**config.mk**
```make
export PLATFORM = sky130hd
export DESIGN_NAME = epoch_seconds_to_calendar_unit
export DESIGN_NICKNAME = d
export VERILOG_FILES = /design/src/design/e2c_pkg.sv /design/src/design/epoch_seconds_to_calendar_unit.sv
export SDC_FILE = /design/constraint.sdc
export NUM_CORES = 2
export LEC_CHECK = 0
export BUFFER_PORTS_ARGS = -buffer_cell sky130_fd_sc_hd__buf_2
export CAP_MARGIN = 20
export CORE_MARGIN = 2
export CORE_UTILIZATION = 50
export DETAILED_ROUTE_END_ITERATION = 6
export PLACE_DENSITY = 0.69
export SETUP_SLACK_MARGIN = 0.05
export SLEW_MARGIN = 25
export SYNTH_ARGS = -nofsm -noshare
export SYNTH_HDL_FRONTEND = slang
export SYNTH_SLANG_ARGS = --single-unit
export TNS_END_PERCENT = 50
```
**constraint.sdc**
```tcl
create_clock -name clk -period 7.7 [get_ports clk]
set_input_delay 1.54 -clock clk [delete_from_list [all_inputs] [get_ports clk]]
set_output_delay 1.54 -clock clk [all_outputs]
set_load 0.1 [all_outputs]
```
**src/design/e2c_pkg.sv**
```systemverilog
// constants, reciprocal factors and the month start table for the epoch to calendar unit
// standalone package, no dependencies

package e2c_pkg;

    localparam int unsigned STAMP_W = 32;
    localparam int unsigned OUT_W   = 48;

    // exact constant division by multiply and shift: x / d = (x * K) >> S
    localparam int unsigned DIV15_S   = 34;   // input up to 30 bits
    localparam logic [30:0] DIV15_K   = 31'((64'd1 << DIV15_S) / 64'd15 + 64'd1);
    localparam int unsigned DIV3_S    = 20;   // input up to 18 bits
    localparam logic [18:0] DIV3_K    = 19'((64'd1 << DIV3_S) / 64'd3 + 64'd1);
    localparam int unsigned DIV7_S    = 19;   // input up to 16 bits
    localparam logic [16:0] DIV7_K    = 17'((64'd1 << DIV7_S) / 64'd7 + 64'd1);
    localparam int unsigned DIV1461_S = 27;   // input up to 16 bits
    localparam logic [16:0] DIV1461_K = 17'((64'd1 << DIV1461_S) / 64'd1461 + 64'd1);

    // days are counted from 1968-01-01 so that four year cycles start on a leap year
    localparam logic [15:0] DAYS_1968_TO_1970 = 16'd731;
    localparam logic [10:0] DAYS_PER_CYCLE    = 11'd1461;
    // first day after the missing leap day of 2100, counted from 1970-01-01
    localparam logic [15:0] DAY_2100_MAR_1    = 16'd47541;
    localparam logic [7:0]  YEAR_1968_OFFSET  = 8'd68;
    localparam logic [7:0]  YEAR_2100_OFFSET  = 8'd200;
    localparam logic [3:0]  THURSDAY          = 4'd4;

    localparam logic [10:0] YEAR1_START = 11'd366;
    localparam logic [10:0] YEAR2_START = 11'd731;
    localparam logic [10:0] YEAR3_START = 11'd1096;

    typedef struct packed {
        logic [4:0] day_of_month;
        logic [3:0] month_index;
        logic [8:0] day_of_year;
        logic [7:0] years_since_1900;
        logic [2:0] weekday;
        logic [4:0] hour;
        logic [5:0] minute;
        logic [5:0] second;
    } cal_fields_t;

    // day of year on which a month starts
    function automatic logic [8:0] month_start(input logic [3:0] mon, input logic leap);
        logic [8:0] base;
        unique case (mon)
            4'd0:    base = 9'd0;
            4'd1:    base = 9'd31;
            4'd2:    base = 9'd59;
            4'd3:    base = 9'd90;
            4'd4:    base = 9'd120;
            4'd5:    base = 9'd151;
            4'd6:    base = 9'd181;
            4'd7:    base = 9'd212;
            4'd8:    base = 9'd243;
            4'd9:    base = 9'd273;
            4'd10:   base = 9'd304;
            4'd11:   base = 9'd334;
            default: base = 9'd0;
        endcase
        return base + ((leap && mon >= 4'd2) ? 9'd1 : 9'd0);
    endfunction

endpackage

```
**src/design/epoch_seconds_to_calendar_unit.sv**
```systemverilog
// unix seconds to utc calendar fields, seven stage pipeline
// uses e2c_pkg for reciprocal constants, the month table and the result layout
//
// throughput: one request per cycle while the output is not stalled; a full stage holds while its successor cannot load
// a stalled output still lets requests in until the pipeline bubbles are used up
// reset: rst_n asynchronous active low, clears all stage valid bits; data regs not reset

module epoch_seconds_to_calendar_unit (
    input  logic                        clk,
    input  logic                        rst_n,
    input  logic                        s_axis_tvalid,
    output logic                        s_axis_tready,
    input  logic [e2c_pkg::STAMP_W-1:0] s_axis_tdata,  // [31:0] seconds_since_epoch
    output logic                        m_axis_tvalid,
    input  logic                        m_axis_tready,
    // [5:0] second, [11:6] minute, [16:12] hour, [19:17] weekday,
    // [27:20] years_since_1900, [36:28] day_of_year, [40:37] month_index,
    // [45:41] day_of_month, [47:46] zero
    output logic [e2c_pkg::OUT_W-1:0]   m_axis_tdata
);
    import e2c_pkg::*;

    localparam int unsigned NSTAGE = 7;

    logic [NSTAGE-1:0] v_reg;
    logic [NSTAGE-1:0] rdy;

    // stage 1
    logic [31:0] s1_stamp_reg;
    logic [60:0] s1_prod_reg;
    // stage 2
    logic [5:0]  s2_sec_reg;
    logic [26:0] s2_mins_reg;
    logic [55:0] s2_prod_reg;
    // stage 3
    logic [5:0]  s3_sec_reg,  s3_min_reg;
    logic [20:0] s3_hours_reg;
    logic [36:0] s3_prod_reg;
    // stage 4
    logic [5:0]  s4_sec_reg,  s4_min_reg;
    logic [4:0]  s4_hour_reg;
    logic [15:0] s4_days_reg;
    // stage 5
    logic [5:0]  s5_sec_reg,  s5_min_reg;
    logic [4:0]  s5_hour_reg;
    logic        s5_adj_reg;
    logic [15:0] s5_dp_reg;
    logic [15:0] s5_wx_reg;
    logic [32:0] s5_wprod_reg;
    logic [32:0] s5_cprod_reg;
    // stage 6
    logic [5:0]  s6_sec_reg,  s6_min_reg;
    logic [4:0]  s6_hour_reg;
    logic [2:0]  s6_wday_reg;
    logic        s6_adj_reg;
    logic        s6_leap_reg;
    logic [7:0]  s6_year_reg;
    logic [8:0]  s6_yday_reg;
    // stage 7
    cal_fields_t out_reg;

    // handshake chain: a stage loads when empty or when its contents move on
    always_comb
    begin
        rdy[NSTAGE-1] = !v_reg[NSTAGE-1] || m_axis_tready;
        for (int k = NSTAGE - 2; k >= 0; k--)
        begin
            rdy[k] = !v_reg[k] || rdy[k+1];
        end
    end

    assign s_axis_tready = rdy[0];
    assign m_axis_tvalid = v_reg[NSTAGE-1];
    assign m_axis_tdata  = {{(OUT_W - $bits(cal_fields_t)){1'b0}}, out_reg};

    always_ff @(posedge clk or negedge rst_n)
    begin
        if (!rst_n)
        begin
            v_reg <= '0;
        end
        else
        begin
            if (rdy[0])
            begin
                v_reg[0] <= s_axis_tvalid;
            end
            for (int k = 1; k < NSTAGE; k++)
            begin
                if (rdy[k])
                begin
                    v_reg[k] <= v_reg[k-1];
                end
            end
        end
    end

    // stage 1: minutes = (stamp / 4) / 15
    always_ff @(posedge clk)
    begin
        if (rdy[0] && s_axis_tvalid)
        begin
            s1_stamp_reg <= s_axis_tdata;
            s1_prod_reg  <= s_axis_tdata[31:2] * DIV15_K;
        end
    end

    // stage 2: seconds, and hours = (minutes / 4) / 15
    logic [26:0] s2_mins_next;
    logic [31:0] s2_m60;
    assign s2_mins_next = s1_prod_reg[60:DIV15_S];
    assign s2_m60 = ({5'd0, s2_mins_next} << 6) - ({5'd0, s2_mins_next} << 2);

    always_ff @(posedge clk)
    begin
        if (rdy[1] && v_reg[0])
        begin
            s2_sec_reg  <= 6'(s1_stamp_reg - s2_m60);
            s2_mins_reg <= s2_mins_next;
            s2_prod_reg <= s2_mins_next[26:2] * DIV15_K;
        end
    end

    // stage 3: minute, and days = (hours / 8) / 3
    logic [20:0] s3_hours_next;
    logic [26:0] s3_h60;
    assign s3_hours_next = s2_prod_reg[54:DIV15_S];
    assign s3_h60 = ({6'd0, s3_hours_next} << 6) - ({6'd0, s3_hours_next} << 2);

    always_ff @(posedge clk)
    begin
        if (rdy[2] && v_reg[1])
        begin
            s3_sec_reg   <= s2_sec_reg;
            s3_min_reg   <= 6'(s2_mins_reg - s3_h60);
            s3_hours_reg <= s3_hours_next;
            s3_prod_reg  <= s3_hours_next[20:3] * DIV3_K;
        end
    end

    // stage 4: hour and whole days
    logic [15:0] s4_days_next;
    logic [20:0] s4_d24;
    assign s4_days_next = s3_prod_reg[35:DIV3_S];
    assign s4_d24 = ({5'd0, s4_days_next} << 4) + ({5'd0, s4_days_next} << 3);

    always_ff @(posedge clk)
    begin
        if (rdy[3] && v_reg[2])
        begin
            s4_sec_reg  <= s3_sec_reg;
            s4_min_reg  <= s3_min_reg;
            s4_hour_reg <= 5'(s3_hours_reg - s4_d24);
            s4_days_reg <= s4_days_next;
        end
    end

    // stage 5: rebase days to 1968, insert a phantom 29 feb 2100 so every
    // four year cycle is regular, start the weekday and cycle divisions
    logic        s5_adj_next;
    logic [15:0] s5_dp_next;
    logic [15:0] s5_wx_next;
    assign s5_adj_next = (s4_days_reg >= DAY_2100_MAR_1);
    assign s5_dp_next  = s4_days_reg + DAYS_1968_TO_1970 + {15'd0, s5_adj_next};
    assign s5_wx_next  = s4_days_reg + {12'd0, THURSDAY};

    always_ff @(posedge clk)
    begin
        if (rdy[4] && v_reg[3])
        begin
            s5_sec_reg   <= s4_sec_reg;
            s5_min_reg   <= s4_min_reg;
            s5_hour_reg  <= s4_hour_reg;
            s5_adj_reg   <= s5_adj_next;
            s5_dp_reg    <= s5_dp_next;
            s5_wx_reg    <= s5_wx_next;
            s5_wprod_reg <= s5_wx_next * DIV7_K;
            s5_cprod_reg <= s5_dp_next * DIV1461_K;
        end
    end

    // stage 6: weekday, year within the cycle, day of year in the padded calendar
    logic [13:0] s6_wq;
    logic [15:0] s6_wq7;
    logic [5:0]  s6_cyc;
    logic [10:0] s6_rem;
    logic [1:0]  s6_yoff;
    logic [10:0] s6_ystart;
    logic [7:0]  s6_year_next;
    assign s6_wq  = s5_wprod_reg[32:DIV7_S];
    assign s6_wq7 = ({2'd0, s6_wq} << 3) - {2'd0, s6_wq};
    assign s6_cyc = s5_cprod_reg[32:DIV1461_S];
    assign s6_rem = 11'(s5_dp_reg - 16'(s6_cyc) * 16'(DAYS_PER_CYCLE));
    assign s6_year_next = YEAR_1968_OFFSET + {s6_cyc, 2'b00} + {6'd0, s6_yoff};

    always_comb
    begin
        priority if (s6_rem >= YEAR3_START)
        begin
            s6_yoff   = 2'd3;
            s6_ystart = YEAR3_START;
        end
        else if (s6_rem >= YEAR2_START)
        begin
            s6_yoff   = 2'd2;
            s6_ystart = YEAR2_START;
        end
        else if (s6_rem >= YEAR1_START)
        begin
            s6_yoff   = 2'd1;
            s6_ystart = YEAR1_START;
        end
        else
        begin
            s6_yoff   = 2'd0;
            s6_ystart = '0;
        end
    end

    always_ff @(posedge clk)
    begin
        if (rdy[5] && v_reg[4])
        begin
            s6_sec_reg  <= s5_sec_reg;
            s6_min_reg  <= s5_min_reg;
            s6_hour_reg <= s5_hour_reg;
            s6_wday_reg <= 3'(s5_wx_reg - s6_wq7);
            // the phantom day only shifts the day of year within 2100 itself
            s6_adj_reg  <= s5_adj_reg && (s6_year_next == YEAR_2100_OFFSET);
            s6_leap_reg <= (s6_yoff == 2'd0);
            s6_year_reg <= s6_year_next;
            s6_yday_reg <= 9'(s6_rem - s6_ystart);
        end
    end

    // stage 7: month lookup on the padded calendar, true day of year
    logic [3:0] s7_mon;
    logic [8:0] s7_mstart;
    always_comb
    begin
        s7_mon    = '0;
        s7_mstart = '0;
        for (int m = 0; m < 12; m++)
        begin
            if (month_start(4'(m), s6_leap_reg) <= s6_yday_reg)
            begin
                s7_mon    = 4'(m);
                s7_mstart = month_start(4'(m), s6_leap_reg);
            end
        end
    end

    always_ff @(posedge clk)
    begin
        if (rdy[6] && v_reg[5])
        begin
            out_reg.second           <= s6_sec_reg;
            out_reg.minute           <= s6_min_reg;
            out_reg.hour             <= s6_hour_reg;
            out_reg.weekday          <= s6_wday_reg;
            out_reg.years_since_1900 <= s6_year_reg;
            out_reg.day_of_year      <= s6_yday_reg - {8'd0, s6_adj_reg};
            out_reg.month_index      <= s7_mon;
            out_reg.day_of_month     <= 5'(s6_yday_reg - s7_mstart + 9'd1);
        end
    end

endmodule

```
==> Implementation_results.wiki <==
{| class="wikitable"
! Metric !! Value
|-
| Outcome || completed
|-
| Global-route wire length before repair || 128000 um
|-
| Clock tree skew after final layout || 42.3 ps
|-
| Unique masters post-synth || 67
|-
| Die Outline Area || 78100 sq um
|-
| Multiplexer area fraction after synthesis || 0.0264%
|-
| Buffering stage count on the worst path with inverters included || 8
|-
| Initial DRC count || 1154
|-
| Sequential cell area fraction in the yosys report || 20.9%
|-
| Die height || 280 um
|-
| CP max-delay cell || fa_1
|-
| Routed vias || 24000
|-
| Detail Placement HPWL || 67000 um
|-
| Synth area leader || ha_1
|-
| Required time of the worst setup path || 8060 ps
|-
| Synth Area in Simple Gates || 4.54%
|-
| Final antenna-violating net count || 0
|-
| Critical Path End Type || flip-flop
|-
| Number of buffers inserted for hold repair after clock tree synthesis || 0
|-
| Diodes inserted || 0
|-
| Cell area after synthesis || 38000 sq um
|-
| Post-synthesis adder-cell area fraction || 55.0%
|-
| Weighted congestion reported at the end of routability-driven placement || 0.929
|-
| Vias in the first global route || 25300
|-
| Number of buffers on the longest clock path || 3
|-
| Dominant cell by count in the synthesized netlist || ha_1
|-
| Top delay family on crit path || adder cells
|-
| Maximum net fanout on the critical path || 3
|-
| EDFF count, synth || 258
|-
| Clock transition at the registers of the reported paths || 60 ps
|-
| Initial antenna violation count || 3
|-
| Xor and xnor fraction of the mapped netlist area || 3.74%
|-
| Setup violations, final || 0
|-
| Post-route design area || 41700 sq um
|-
| Cell row count || 101
|-
| Total wire length || 76600 um
|-
| Classification of the worst setup path || reg -> reg
|-
| Area fraction of the dominant cell type after synthesis || 29.4%
|-
| Worst setup slack after placement || -212 ps
|-
| Starting density of the core || 50.2%
|-
| Fraction of the cycle the final worst path needs || 99.2%
|-
| Cell types with the largest area share after synthesis || ha_1 (29%), fa_1 (26%), edfxtp_1 (20%)
|-
| Ys flop type || edfxtp_1
|-
| Input/output buffers || 83
|-
| Launch instance of the worst min-delay path || s3_prod_reg[27]
|-
| Launch instance of the worst register-to-register path || s4_days_reg[2]
|-
| Non-Filler Instances || 4651
|-
| Number of synthesized register bits || 265
|-
| Synth async-reset ratio || 2.64%
|-
| Setup repair after global routing missed its margin || true
|-
| Number of max-cap violations || 0
|-
| Final-report max-slew violation count || 0
|-
| Sinks on Clock Net || 265
|-
| Combinational family with the most area after synthesis || adder cells
|-
| Largest net degree at the start of global routing || 47
|-
| Routed len/inst || 16.5 um
|-
| Area fraction in compound gates after synthesis || 7.14%
|-
| Master cell of the clock root buffer || clkbuf_16
|-
| CP most frequent cell || fa_1
|-
| Area of the core || 75600 sq um
|-
| Slowest Stage Delay on Critical Path || 540 ps
|-
| TritonCTS Buffers || 30
|-
| Area growth from synthesis to final layout || 9.79%
|-
| Overall track demand over capacity in global routing || 20.4%
|-
| Class of the tightest hold or removal check || reg -> reg
|-
| Count of synthesis-stage warnings from yosys || 0
|-
| Final Hold Vio Count || 0
|-
| Proportion of layout cells with a drive suffix above 1 || 8.88%
|-
| Worst skew pair latency || 620 ps
|-
| Slew margin rel. || 36.3%
|-
| Clock tree from TritonCTS || yes
|-
| Crit path DAT || 8000 ps
|-
| Critical Path Source || s4_days_reg[2]
|-
| Instance area at placement || 40400 sq um
|-
| Mean Syn Cell Area || 11.0 sq um
|-
| Post-detailed-route via-to-cell ratio || 5.16
|-
| Die width || 280 um
|-
| Min Tclk post-route || 7640 ps
|-
| Total grt overflow || 0
|-
| Most frequent cells after synthesis || ha_1 (893), inv_1 (858), fa_1 (484)
|-
| Synthesized instance count || 3436
|-
| I/O Pins || 86
|-
| DRC Markers || 0
|-
| Actual transition at the worst max-transition pin || 955 ps
|-
| Fmax || 0.131 GHz
|-
| Kind of start point of the critical path || flip-flop
|-
| Largest register FFs || 46
|-
| Number of nets in the layout || 5063
|-
| TritonRoute pass-1 iters || 5
|-
| Setup slack after layout || 60.8 ps
|-
| H-Tree Level Count || 1
|-
| Placed Instances || 4582
|}
metrics by stage:
| stage | utilization [%] | hold WS (ps) | setup TNS [ps] |
|---|---|---|---|
| after CTS | 54.9 | 419 | -97.5 |
| after global placement | 53.5 | 401 | 0 |
| after floorplan | - | 400 | 0 |
| after detailed placement | 53.5 | 405 | -513 |
| after global routing | 55.1 | 422 | -1690 |
| final | 55.1 | 417 | 0 |
final timing paths:
| path | to | slack [ps] | depth (start not counted) |
|---|---|---|---|
| setup / recovery | s5_cprod_reg[32] | 60 | 40 |
| hold / removal | s4_days_reg[7] | 420 | 0 |
| setup reg to reg | s5_cprod_reg[32] | 60 | 40 |
| hold reg to reg | s4_days_reg[7] | 420 | 0 |
| max in group asynchronous | v_reg[0] | 6810 | 1 |
| min in group asynchronous | v_reg[6] | 740 | 1 |
cells by family (layout without fill, tap and decap cells):
kind of cell	after synthesis	after routing
mux	1	1
xor+xnor	162	162
buf+inv	877	1113
compound gates	410	410
flops	265	265
simple gates	343	343
fa+ha+maj	1377	1377
other cells	1	2
repair_timing:
item	4_1_cts	5_1_grt
pin swaps	20	50
resized for setup	9	36
setup buffers	6	9
endpoints found under the setup margin	4	6
cells in the final DEF, fill, tap and decap left out, types with 68 or more instances in the layout:
cell type,count
xnor2_1,103
buf_4,117
a21oi_1,113
nor2_1,81
inv_1,845
edfxtp_1,258
ha_1,886
buf_2,83
fa_1,483
nand2_1,68
metal layers:
| metal | share of wire [%] | vias to the layer above | GRT usage, % |
|---|---|---|---|
| met5 | 0.035 | - | 0 |
| met1 | 47 | 11700 | 28.3 |
| li1 | - | 11800 | - |
| met3 | 4.1 | 99 | 2.74 |
| met4 | 2.2 | 4 | 4.47 |
| met2 | 47 | 388 | 34.3 |
worst reg2reg max path: cells and delay by family, from the launching register on:
kind,cells,cell delay [ps]
adders and majority gates,9,3650
AOI/OAI and AO/OA,13,1690
and+or+nand+nor,8,820
buffers and inverters,8,490
DFF,1,430
muxes,1,230
xor gates and xnor gates,1,110
final cells by class:
cell class | count | area [sq um]
clock inverters | 21 | 219
fillers | 6448 | 33900
flip-flops and latches | 265 | 7920
inverters | 858 | 3220
multi-input cells | 2295 | 27000
repair buffers | 200 | 1290
well taps | 978 | 1220
clock buffers | 34 | 766
Power is not shown: default switching activity piles up to over one toggle a cycle in this logic, so the estimate is an artifact.
